File: src/design/lr_pkg.sv
// ----------------------------------------------------------------------------
// Line rasterizer package
// Shared widths, controller states and the command and status types that
// join the controller and the datapath.
// ----------------------------------------------------------------------------
package lr_pkg;

  // Default tile size exponent and the fixed field widths of the channels.
  localparam int COORD_BITS_DEFAULT = 6;
  localparam int FIELD_BITS         = 6;
  localparam int RGB_BITS           = 24;

  // Controller states.
  typedef enum logic [1:0] {
    ST_IDLE,
    ST_ORIENT,
    ST_PREP,
    ST_DRAW
  } state_t;

  // Commands from the controller to the datapath.
  typedef struct packed {
    logic capture;
    logic orient;
    logic prep;
    logic step;
  } cmd_t;

  // Status from the datapath to the controller.
  typedef struct packed {
    logic last;
  } status_t;

endpackage

File: src/design/lr_line_if.sv
// ----------------------------------------------------------------------------
// Line request channel
// Carries one line as two endpoints with a valid and ready handshake.
// ----------------------------------------------------------------------------
interface lr_line_if;
  logic                         valid;
  logic                         ready;
  logic [lr_pkg::FIELD_BITS-1:0] start_x;
  logic [lr_pkg::FIELD_BITS-1:0] start_y;
  logic [lr_pkg::FIELD_BITS-1:0] end_x;
  logic [lr_pkg::FIELD_BITS-1:0] end_y;

  modport source (output valid, start_x, start_y, end_x, end_y, input ready);
  modport sink   (input valid, start_x, start_y, end_x, end_y, output ready);
endinterface

File: src/design/lr_pixel_if.sv
// ----------------------------------------------------------------------------
// Pixel channel
// Carries one plotted pixel per request with a valid and ready handshake.
// ----------------------------------------------------------------------------
interface lr_pixel_if;
  logic                         valid;
  logic                         ready;
  logic [lr_pkg::FIELD_BITS-1:0] pixel_x;
  logic [lr_pkg::FIELD_BITS-1:0] pixel_y;
  logic [lr_pkg::RGB_BITS-1:0]   pixel_rgb;
  logic                         last_pixel;

  modport source (output valid, pixel_x, pixel_y, pixel_rgb, last_pixel, input ready);
  modport sink   (input valid, pixel_x, pixel_y, pixel_rgb, last_pixel, output ready);
endinterface

File: src/design/lr_cfg_if.sv
// ----------------------------------------------------------------------------
// Configuration write channel
// Carries the pixel color register value with a valid and ready handshake.
// ----------------------------------------------------------------------------
interface lr_cfg_if;
  logic                       valid;
  logic                       ready;
  logic [lr_pkg::RGB_BITS-1:0] data;

  modport source (output valid, data, input ready);
  modport sink   (input valid, data, output ready);
endinterface

File: src/design/lr_ctrl.sv
// ----------------------------------------------------------------------------
// Line rasterizer controller
// Sequences capture, axis selection, setup and the per-pixel drawing steps.
// ----------------------------------------------------------------------------
module lr_ctrl (
  input  logic            clk,
  input  logic            rst,
  input  logic            in_valid,
  output logic            in_ready,
  output logic            out_valid,
  input  logic            out_ready,
  input  lr_pkg::status_t status,
  output lr_pkg::cmd_t    cmd
);

  lr_pkg::state_t state;
  lr_pkg::state_t state_next;

  // State register.
  always_ff @(posedge clk) begin
    if (rst) begin
      state <= lr_pkg::ST_IDLE;
    end else begin
      state <= state_next;
    end
  end

  // Next state logic.
  always_comb begin
    state_next = state;
    case (state)
      lr_pkg::ST_IDLE: begin
        if (in_valid) state_next = lr_pkg::ST_ORIENT;
      end
      lr_pkg::ST_ORIENT: begin
        state_next = lr_pkg::ST_PREP;
      end
      lr_pkg::ST_PREP: begin
        state_next = lr_pkg::ST_DRAW;
      end
      lr_pkg::ST_DRAW: begin
        if (out_ready && status.last) state_next = lr_pkg::ST_IDLE;
      end
      default: begin
        state_next = lr_pkg::ST_IDLE;
      end
    endcase
  end

  // Output logic: handshakes and datapath commands.
  always_comb begin
    in_ready    = 1'b0;
    out_valid   = 1'b0;
    cmd         = '0;
    case (state)
      lr_pkg::ST_IDLE: begin
        in_ready    = 1'b1;
        cmd.capture = in_valid;
      end
      lr_pkg::ST_ORIENT: begin
        cmd.orient = 1'b1;
      end
      lr_pkg::ST_PREP: begin
        cmd.prep = 1'b1;
      end
      lr_pkg::ST_DRAW: begin
        out_valid = 1'b1;
        cmd.step  = out_ready && !status.last;
      end
      default: begin
        in_ready = 1'b0;
      end
    endcase
  end

endmodule

File: src/design/lr_datapath.sv
// ----------------------------------------------------------------------------
// Line rasterizer datapath
// Holds the endpoints, the Bresenham error term and the current pixel.
// ----------------------------------------------------------------------------
module lr_datapath #(
  parameter int COORD_BITS = lr_pkg::COORD_BITS_DEFAULT
) (
  input  logic                          clk,
  input  lr_pkg::cmd_t                  cmd,
  output lr_pkg::status_t               status,
  input  logic [lr_pkg::FIELD_BITS-1:0] start_x,
  input  logic [lr_pkg::FIELD_BITS-1:0] start_y,
  input  logic [lr_pkg::FIELD_BITS-1:0] end_x,
  input  logic [lr_pkg::FIELD_BITS-1:0] end_y,
  input  logic                          color_we,
  input  logic                          color_rst,
  input  logic [lr_pkg::RGB_BITS-1:0]   color_data,
  output logic [lr_pkg::FIELD_BITS-1:0] pixel_x,
  output logic [lr_pkg::FIELD_BITS-1:0] pixel_y,
  output logic [lr_pkg::RGB_BITS-1:0]   pixel_rgb,
  output logic                          last_pixel
);

  localparam int CB = COORD_BITS;
  localparam int EW = COORD_BITS + 3;

  // Captured endpoints, masked to the tile.
  logic [CB-1:0] x0, y0, x1, y1;
  // Endpoints in major and minor order after the swap.
  logic [CB-1:0] m_start, n_start, m_end, n_end;
  logic          major_is_y;
  // Drawing state.
  logic [CB-1:0]        cur_major, cur_minor;
  logic signed [EW-1:0] error_term;
  logic signed [EW-1:0] inc_diag, inc_straight;
  logic [CB:0]          steps_left;
  logic                 minor_step_negative;
  logic [lr_pkg::RGB_BITS-1:0] pixel_color;

  // Axis choice and swap, computed from the captured endpoints.
  logic [CB-1:0] adx, ady, ma, na, mb, nb;
  logic          y_major;
  always_comb begin
    adx     = (x1 > x0) ? x1 - x0 : x0 - x1;
    ady     = (y1 > y0) ? y1 - y0 : y0 - y1;
    y_major = !(ady < adx);
    ma      = y_major ? y0 : x0;
    na      = y_major ? x0 : y0;
    mb      = y_major ? y1 : x1;
    nb      = y_major ? x1 : y1;
  end

  // Spans along both axes and the direction of the minor axis.
  logic [CB-1:0]        dmaj, dmin;
  logic                 neg;
  logic signed [EW-1:0] dmaj_s, dmin_s;
  always_comb begin
    dmaj   = m_end - m_start;
    neg    = n_end < n_start;
    dmin   = neg ? n_start - n_end : n_end - n_start;
    dmaj_s = EW'(dmaj);
    dmin_s = EW'(dmin);
  end

  // Capture the endpoints of an accepted request.
  always_ff @(posedge clk) begin
    if (cmd.capture) begin
      x0 <= start_x[CB-1:0];
      y0 <= start_y[CB-1:0];
      x1 <= end_x[CB-1:0];
      y1 <= end_y[CB-1:0];
    end
  end

  // Order the endpoints so the major coordinate counts upward.
  always_ff @(posedge clk) begin
    if (cmd.orient) begin
      major_is_y <= y_major;
      if (ma > mb) begin
        m_start <= mb;
        n_start <= nb;
        m_end   <= ma;
        n_end   <= na;
      end else begin
        m_start <= ma;
        n_start <= na;
        m_end   <= mb;
        n_end   <= nb;
      end
    end
  end

  // Set up the walk, then advance one pixel per accepted pixel.
  always_ff @(posedge clk) begin
    if (cmd.prep) begin
      cur_major           <= m_start;
      cur_minor           <= n_start;
      minor_step_negative <= neg;
      error_term          <= (dmin_s <<< 1) - dmaj_s;
      inc_diag            <= (dmin_s - dmaj_s) <<< 1;
      inc_straight        <= dmin_s <<< 1;
      steps_left          <= {1'b0, dmaj} + (CB+1)'(1);
    end else if (cmd.step) begin
      cur_major  <= cur_major + CB'(1);
      steps_left <= steps_left - (CB+1)'(1);
      if (error_term > 0) begin
        cur_minor  <= minor_step_negative ? cur_minor - CB'(1) : cur_minor + CB'(1);
        error_term <= error_term + inc_diag;
      end else begin
        error_term <= error_term + inc_straight;
      end
    end
  end

  // Color register; a write may arrive at any time and applies to the pixel on offer.
  always_ff @(posedge clk) begin
    if (color_rst) begin
      pixel_color <= '0;
    end else if (color_we) begin
      pixel_color <= color_data;
    end
  end

  // Pixel outputs.
  assign status.last = (steps_left == (CB+1)'(1));
  assign pixel_x     = lr_pkg::FIELD_BITS'(major_is_y ? cur_minor : cur_major);
  assign pixel_y     = lr_pkg::FIELD_BITS'(major_is_y ? cur_major : cur_minor);
  assign pixel_rgb   = pixel_color;
  assign last_pixel  = status.last;

endmodule

File: src/design/line_rasterizer_unit.sv
// ----------------------------------------------------------------------------
// Line rasterizer unit
// Bresenham line drawing in a square tile of 2^COORD_BITS pixels per side.
// ----------------------------------------------------------------------------
// A request is one line given by two endpoints; the unit returns every pixel
// of the line in order along the major axis, both endpoints included, each
// tagged with the configured color and a last-pixel flag. After a request is
// taken the unit passes through an orient state that chooses the major axis
// and a prep state that sets up the error term, then offers one pixel per
// cycle while the pixel side does not stall; the next request is taken in the
// cycle after the last pixel is delivered. The pixel rate is set by the single
// error-term update loop in the datapath.
module line_rasterizer_unit #(
  parameter int COORD_BITS = lr_pkg::COORD_BITS_DEFAULT
) (
  input  logic       clk,
  input  logic       rst,
  lr_line_if.sink    line,
  lr_pixel_if.source pixel,
  lr_cfg_if.sink     cfg
);

  lr_pkg::cmd_t    cmd;
  lr_pkg::status_t status;

  // The color register takes a write at any time.
  assign cfg.ready = 1'b1;

  // Controller.
  lr_ctrl u_ctrl (
    .clk       (clk),
    .rst       (rst),
    .in_valid  (line.valid),
    .in_ready  (line.ready),
    .out_valid (pixel.valid),
    .out_ready (pixel.ready),
    .status    (status),
    .cmd       (cmd)
  );

  // Datapath.
  lr_datapath #(
    .COORD_BITS (COORD_BITS)
  ) u_datapath (
    .clk        (clk),
    .cmd        (cmd),
    .status     (status),
    .start_x    (line.start_x),
    .start_y    (line.start_y),
    .end_x      (line.end_x),
    .end_y      (line.end_y),
    .color_we   (cfg.valid),
    .color_rst  (rst),
    .color_data (cfg.data),
    .pixel_x    (pixel.pixel_x),
    .pixel_y    (pixel.pixel_y),
    .pixel_rgb  (pixel.pixel_rgb),
    .last_pixel (pixel.last_pixel)
  );

  // A new line is never taken while a pixel is on offer.
  a_no_overlap: assert property (@(posedge clk) disable iff (rst)
    !(line.ready && pixel.valid))
    else $error("request taken while a pixel is pending");

  // The first pixel follows an accepted line after the setup cycles.
  a_setup_latency: assert property (@(posedge clk) disable iff (rst)
    (line.valid && line.ready) |=> !pixel.valid ##1 !pixel.valid ##1 pixel.valid)
    else $error("first pixel not offered after setup");

  // After the last pixel the unit is ready for the next line.
  a_last_frees: assert property (@(posedge clk) disable iff (rst)
    (pixel.valid && pixel.ready && pixel.last_pixel) |=> line.ready)
    else $error("unit not idle after the last pixel");

  // A pixel that is not the last is always followed by another.
  a_more_pixels: assert property (@(posedge clk) disable iff (rst)
    (pixel.valid && pixel.ready && !pixel.last_pixel) |=> pixel.valid)
    else $error("line ended without a last pixel");

endmodule

File: src/flat_wrapper.sv
// flat-port wrapper written by rule: the top's interface ports become plain ports
module line_rasterizer_unit_flat 
#(
  parameter int COORD_BITS = lr_pkg::COORD_BITS_DEFAULT
)
  (clk, rst, line_valid, line_start_x, line_start_y, line_end_x, line_end_y, line_ready, pixel_valid, pixel_pixel_x, pixel_pixel_y, pixel_pixel_rgb, pixel_last_pixel, pixel_ready, cfg_valid, cfg_data, cfg_ready);
  lr_line_if line_i ();
  lr_pixel_if pixel_i ();
  lr_cfg_if cfg_i ();
  input  logic clk;
  input  logic rst;
  input wire logic [$bits(line_i.valid)-1:0] line_valid;
  input wire logic [$bits(line_i.start_x)-1:0] line_start_x;
  input wire logic [$bits(line_i.start_y)-1:0] line_start_y;
  input wire logic [$bits(line_i.end_x)-1:0] line_end_x;
  input wire logic [$bits(line_i.end_y)-1:0] line_end_y;
  output wire logic [$bits(line_i.ready)-1:0] line_ready;
  output wire logic [$bits(pixel_i.valid)-1:0] pixel_valid;
  output wire logic [$bits(pixel_i.pixel_x)-1:0] pixel_pixel_x;
  output wire logic [$bits(pixel_i.pixel_y)-1:0] pixel_pixel_y;
  output wire logic [$bits(pixel_i.pixel_rgb)-1:0] pixel_pixel_rgb;
  output wire logic [$bits(pixel_i.last_pixel)-1:0] pixel_last_pixel;
  input wire logic [$bits(pixel_i.ready)-1:0] pixel_ready;
  input wire logic [$bits(cfg_i.valid)-1:0] cfg_valid;
  input wire logic [$bits(cfg_i.data)-1:0] cfg_data;
  output wire logic [$bits(cfg_i.ready)-1:0] cfg_ready;
  assign line_i.valid = line_valid;
  assign line_i.start_x = line_start_x;
  assign line_i.start_y = line_start_y;
  assign line_i.end_x = line_end_x;
  assign line_i.end_y = line_end_y;
  assign line_ready = line_i.ready;
  assign pixel_valid = pixel_i.valid;
  assign pixel_pixel_x = pixel_i.pixel_x;
  assign pixel_pixel_y = pixel_i.pixel_y;
  assign pixel_pixel_rgb = pixel_i.pixel_rgb;
  assign pixel_last_pixel = pixel_i.last_pixel;
  assign pixel_i.ready = pixel_ready;
  assign cfg_i.valid = cfg_valid;
  assign cfg_i.data = cfg_data;
  assign cfg_ready = cfg_i.ready;
  line_rasterizer_unit #(.COORD_BITS(COORD_BITS)) u_core (.clk(clk), .rst(rst), .line(line_i), .pixel(pixel_i), .cfg(cfg_i));
endmodule
File: config.mk
export PLATFORM = sky130hd
export DESIGN_NAME = line_rasterizer_unit_flat
export DESIGN_NICKNAME = d
export VERILOG_FILES = /design/src/design/lr_pkg.sv /design/src/design/lr_line_if.sv /design/src/design/lr_pixel_if.sv /design/src/design/lr_cfg_if.sv /design/src/design/lr_ctrl.sv /design/src/design/lr_datapath.sv /design/src/design/line_rasterizer_unit.sv /design/src/flat_wrapper.sv
export SDC_FILE = /design/constraint.sdc
export NUM_CORES = 1
export LEC_CHECK = 0
export BUFFER_PORTS_ARGS = -buffer_cell sky130_fd_sc_hd__buf_4
export CORE_MARGIN = 2
export CORE_UTILIZATION = 53
export CTS_BUF_LIST = sky130_fd_sc_hd__clkbuf_4
export DETAILED_ROUTE_END_ITERATION = 10
export PLACE_DENSITY_LB_ADDON = 0.1
export SLEW_MARGIN = 20
export SYNTH_ARGS = -nofsm -noshare
export SYNTH_HDL_FRONTEND = slang
export SYNTH_HIERARCHICAL = 1
export SYNTH_SLANG_ARGS = --single-unit
File: constraint.sdc
create_clock -name clk -period 12.1 [get_ports clk]
set_input_delay 1.21 -clock clk [delete_from_list [all_inputs] [get_ports clk]]
set_output_delay 1.21 -clock clk [all_outputs]
set_load 0.01 [all_outputs]
* After elaboration in Yosys (flattened, before gate mapping) *
Cells that the tools add are included.

cells by class
  eq/ne operators = 6
  add/sub/neg operators = 16
  mux-type cells = 33
  $lt $le $gt $ge = 6
  reduce and logical (&&, ||, !) cells = 9

operators by type and width
  cell                                                 number
  2-to-1 mux 6 bit                                     19
  subtractor 6 bit                                     7
  2-to-1 mux 9 bit                                     3
  > comparator 6 bit                                   3
  2-to-1 mux 7 bit                                     2
  adder 6 x 1 -> 6 bit (second input constant)         2
  less-than comparator 6 bit                           2
  adder 9 x 8 -> 9 bit                                 1
  adder 9 bit                                          1
  > comparator 9 x 1 -> 1 bit (second input constant)  1
  case mux 2 bit (4 select lines)                      1
  subtractor 7 x 6 -> 8 bit                            1
  adder 6 x 1 -> 7 bit (second input constant)         1
  == test 7 x 1 -> 1 bit (second input constant)       1
  subtractor 6 x 6 -> 7 bit                            1
  subtractor 7 x 1 -> 7 bit (second input constant)    1
  2-to-1 mux 1 bit                                     6
  subtractor 6 x 1 -> 6 bit (second input constant)    1
  == test 2 bit (second input constant)                2
  2-to-1 mux 2 bit                                     2
  != test 2 bit (second input constant)                2
  AND reduction 2 bit                                  2
  nonzero test 2 bit                                   2
  == test 2 x 1 -> 1 bit (second input constant)       1
  3 further kinds                                      5

word-level totals
  flip-flop bits (word level) = 118
  logic and storage cells = 88

* Longest topological paths before layout *
  word-level depth = 6
  gate-level depth with buffers = 25
  depth with buffers taken out = 22

* Hierarchy *
The synthesis kept the hierarchy.

by module, submodules not included
  module                sequential area each (um^2)  cells an instance  area each (um^2)  instances
  lr_datapath           3213.1                       677                7624.8            1
  lr_ctrl               40.0                         20                 186.4             1
  line_rasterizer_unit  0.0                          2                  11.3              1

* Worst setup path after synthesis *
OpenSTA, ideal clock, no wires.

  path type = register to register
  start = register u_core.u_datapath.y1[0]
  end = register u_core.u_datapath.m_end[1], data pin
  path buffers = 3
  arrival = 5.085 ns
  path slack = 6.750 ns
  period minus slack after synthesis = 5.350 ns
  stages on the path, launching flop included = 26
  path through = edfxtp_1 > inv_1 > ha_1 > inv_1 > fa_1 > a21o_1 > a21oi_1 > nor2b_1 > o31ai_2 > mux2_2 > ha_1 > a21o_1 > a21o_1 > a21oi_1 > o21ai_1 > buf_2 > buf_2 > mux2i_1 > ha_1 > nor2b_1 > o21ai_0 > a21oi_1 > o31ai_4 > buf_4 > mux2i_1 > mux2i_1

between the ends
  longest elaborated chain between the ends = 6
  elaborated cells between the ends (all ways) = 9

ends and longest elaborated chain
  element                                                        line                                  source
  start, declared                                                lr_datapath.sv:28                     logic [CB-1:0] x0, y0, x1, y1;
  start signal, assigned                                         lr_datapath.sv:71                     y1 <= end_y[CB-1:0];
  subtractor 6 bit / > comparator 6 bit (equally long branches)  lr_datapath.sv:45                     ady = (y1 > y0) ? y1 - y0 : y0 - y1;
  2-to-1 mux 6 bit                                               lr_datapath.sv:45
  less-than comparator 6 bit                                     lr_datapath.sv:46                     y_major = !(ady < adx);
  2-to-1 mux 6 bit (on tied branches)                            lr_datapath.sv:47, lr_datapath.sv:49
  > comparator 6 bit                                             lr_datapath.sv:79                     if (ma > mb) begin
  2-to-1 mux 6 bit (*)                                           lr_datapath.sv:79
  end signal, assigned                                           lr_datapath.sv:82                     m_end <= ma;
  end signal, assigned                                           lr_datapath.sv:87                     m_end <= mb;
  end, declared                                                  lr_datapath.sv:30                     logic [CB-1:0] m_start, n_start, m_end, n_end;

Mark *: on every way between the ends. The rest lies on a longest branch, timed or not.
A chain may end at the register's enable or synchronous reset.

* Final worst setup path *
  start = register u_core.u_datapath.y1[0]
  end = register u_core.u_datapath.m_end[2], data pin

The elaborated chain is that of the path after synthesis.

==> results_dict.tcl <==
set metrics [dict create \
    status "complete, no violations" \
    r2r_start "u_core/u_datapath/y1[0]" \
    worst_pin_slew_ps 810 \
    grtUsageTotal_pct 21.7 \
    worstPathCellList "inv_1 > ha_1 > inv_1 > fa_1 > a21o_1 > a21oi_1 > nor2b_1 > o31ai_2 > mux2_2 > ha_1 > a21o_1 > a21o_1 > a21oi_1 > o21ai_4 > buf_4 > mux2i_1 > ha_1 > nor2b_1 > o21ai_0 > a21oi_1 > o31ai_4 > buf_4 > mux2i_1 > mux2i_1" \
    critPathKind "flip-flop to flip-flop" \
    core_mm2 0.0145 \
    syn_nets 842 \
    wirelength_um 16300 \
    cp_slowest_cell "o31ai_2" \
    antenna_found_initial 0 \
    grt-ovfl-total 0 \
    min_period_ps 5960 \
    io_buffers 91 \
    viasPerCell 5.45 \
    relSlewSlack_pct 46.0 \
    yosysUniqueCellTypes 56 \
    rsz0062_at_grt "false" \
    wire_per_inst_um 16.5 \
    timing.final.crit_share_pct 49.3 \
    cts.path.max_buffers 2 \
    dp_hpwl_um 12600 \
    synth_area_mm2 0.00782 \
    tns_ps 0 \
    cts_tree "built" \
    cts.sinks 117 \
    hold_violations 0 \
    vias 5380 \
    initial_utilization_pct 54.0 \
    drtIter0Drc 238 \
    drt_pass1_iterations 4 \
    maxSlewViolCount 0 \
    min_from "u_core/u_datapath/pixel_rgb[7]" \
    ys_ff_latch 117 \
    grt_max_degree 57 \
    critPathLaunchType "flip-flop" \
    dieArea_mm2 0.0157 \
    clk_pin_slew_worst_paths_ps 120 \
    synth_cells 699 \
    crit_start "u_core/u_datapath/y1[0]" \
    grt_pass1_wl_um 27300 \
    path_buf_inv 4 \
    die_w_um 125 \
    drc 0 \
    area_delta_synth_final_pct 14.7 \
    cts_setup_buffers 0 \
    synth_edf_count 91 \
    setup_viol 0 \
    ys_warn_count 6 \
    cts_hold_buf 0 \
    synth_ff_type "edfxtp_1" \
    critPathMaxStageDelay_ps 490 \
    fin_hold_ws_ps 511 \
    crit_path_end_kind "flip-flop" \
    hold_class "flip-flop to flip-flop" \
    cts_root_buf "clkbuf_4" \
    cts_made_buffers 17 \
    yosysSeqAreaShare_pct 41.6 \
    crit_fanout 37 \
    drv_cap 0 \
    arrival_ps 6240 \
    crit_family "compound AO/OA/AOI/OAI gates" \
    antenna_cells 0 \
    finClkSkew_ps 19.1 \
    gp_congestion 0.872 \
    fmax_ghz 0.168 \
    clk_latency_ps 560 \
    syn_area_per_cell_um2 11.2 \
    final_nets 933 \
    synthArstFlopShare_pct 0 \
    drtAntennaViolNets 0 \
    htreeDepth 4 \
    num_rows 44 \
    fillers 1189 \
    cts_resized 0 \
    grt_pass1_vias 5629 \
    cp.required_ps 12380 \
    die_h_um 125 \
    io_pins 93 \
    drive_above_1_share_pct 20.8 \
]
-- cells by family after synthesis --
| group | share of synthesized area (%) |
|---|---|
| flops | 41.6 |
| compound gates | 10.0 |
| buf+inv | 4.88 |
| xor+xnor | 5.33 |
| other cells | 0.0479 |
| fa+ha+maj | 15.5 |
| mux | 16.0 |
| simple gates | 6.72 |
-- cell type report --
| cell class | count | area, µm² | share of cell area (%) |
|---|---|---|---|
| Inverter | 72 | 270 | 3.01 |
| Clock buffer | 17 | 128 | 1.42 |
| Clock inverter | 15 | 179 | 1.99 |
| Multi-Input combinational cell | 488 | 4210 | 46.9 |
| Sequential cell | 117 | 3250 | 36.3 |
| Timing Repair Buffer | 94 | 706 | 7.87 |
| Tap cell | 184 | 230 | 2.57 |
-- cell usage after synthesis, types with 2 or more instances --
cell	number	area, µm²
or3_1	2	12.5
nand2_1	31	116
o22ai_1	2	12.5
o21bai_1	5	37.5
dfxtp_1	26	521
nand3_1	5	25.0
or2_2	2	12.5
inv_1	72	270
nor3_1	7	35.0
a21oi_1	36	180
o22a_1	3	26.3
nand4_1	3	18.8
o21a_1	3	22.5
xnor2_1	25	219
and2_1	4	25.0
o21ai_0	30	150
a21o_1	17	128
clkbuf_1	11	41.3
xor2_1	20	175
o31ai_4	2	42.5
buf_2	5	25.0
mux2_2	22	248
nor4_1	2	12.5
nor2b_1	6	37.5
edfxtp_1	91	2730
nor2_1	43	161
fa_1	11	220
ha_1	79	988
buf_4	4	30.0
mux2i_1	98	981
nand2b_1	4	25.0
a221oi_1	4	35.0
-- worst paths after layout --
path,endpoint,slack (ps),depth (start not counted)
min reg2reg,u_core/u_datapath/pixel_rgb[7],510,2
max reg2reg,u_core/u_datapath/m_end[2],6140,24
max,u_core/u_datapath/m_end[2],6140,24
min,u_core/u_datapath/pixel_rgb[7],510,2
-- state kept, by name, indices dropped and copies added (netlist names) --
signal	count
u_core/u_datapath/n_end	6
u_core/u_datapath/cur_major	6
u_core/u_datapath/steps_left	7
u_core/u_datapath/cur_minor	6
u_core/u_ctrl/state	2
u_core/u_datapath/inc_straight	6
u_core/u_datapath/minor_step_negative	1
u_core/u_datapath/y1	6
u_core/u_datapath/y0	6
u_core/u_datapath/m_end	6
u_core/u_datapath/error_term	9
u_core/u_datapath/x0	6
u_core/u_datapath/n_start	6
u_core/u_datapath/inc_diag	7
u_core/u_datapath/major_is_y	1
u_core/u_datapath/m_start	6
u_core/u_datapath/x1	6
u_core/u_datapath/pixel_rgb	24
-- layout by cell type (no fill, tap or decap), types with 3 or more instances in the layout --
cell type / instances
nand2b_1: 4
buf_4: 94
mux2i_1: 98
inv_6: 5
nor3_1: 7
and2_1: 3
o21a_1: 3
clkbuf_4: 17
a21oi_1: 36
edfxtp_1: 91
inv_8: 4
inv_1: 72
o21bai_1: 5
nand3_1: 5
nand4_1: 3
nor2_1: 43
o21ai_0: 30
xnor2_1: 25
ha_1: 77
a21o_1: 17
dfxtp_1: 26
mux2_2: 22
nand2_1: 31
xor2_1: 20
fa_1: 11
o22a_1: 3
nor2b_1: 6
a221oi_1: 4
-- worst min-delay path, cell delays in order (launching register included) --
cell and delay [ps]:
dfxtp_1 350, mux2i_1 60, nor2_1 70
-- metal layers --
layer / track usage [%] / up-vias / part of all wire [%]
met5: 0 / - / 0
met1: 25.8 / 2576 / 42
met3: 4.66 / 31 / 3.6
li1: - / 2674 / -
met4: 7.65 / 0 / 2.1
met2: 38.9 / 99 / 52
-- stage by stage --
step / instances / utilization [%] / worst slack (ps) / cell area (µm²)
after global placement: 955 / 59.8 / 6390 / 8660
after CTS: 987 / 61.9 / 6120 / 8970
after floorplan: 699 / - / 6750 / 7820
after detailed placement: 955 / 59.8 / 6120 / 8660
after global routing: 987 / 62.0 / 5670 / 8970
final: 987 / 62.0 / 6140 / 8970
Power is left out: the tool's default activity adds up to more than one toggle a clock period on the data nets, which glitch-free logic cannot reach.
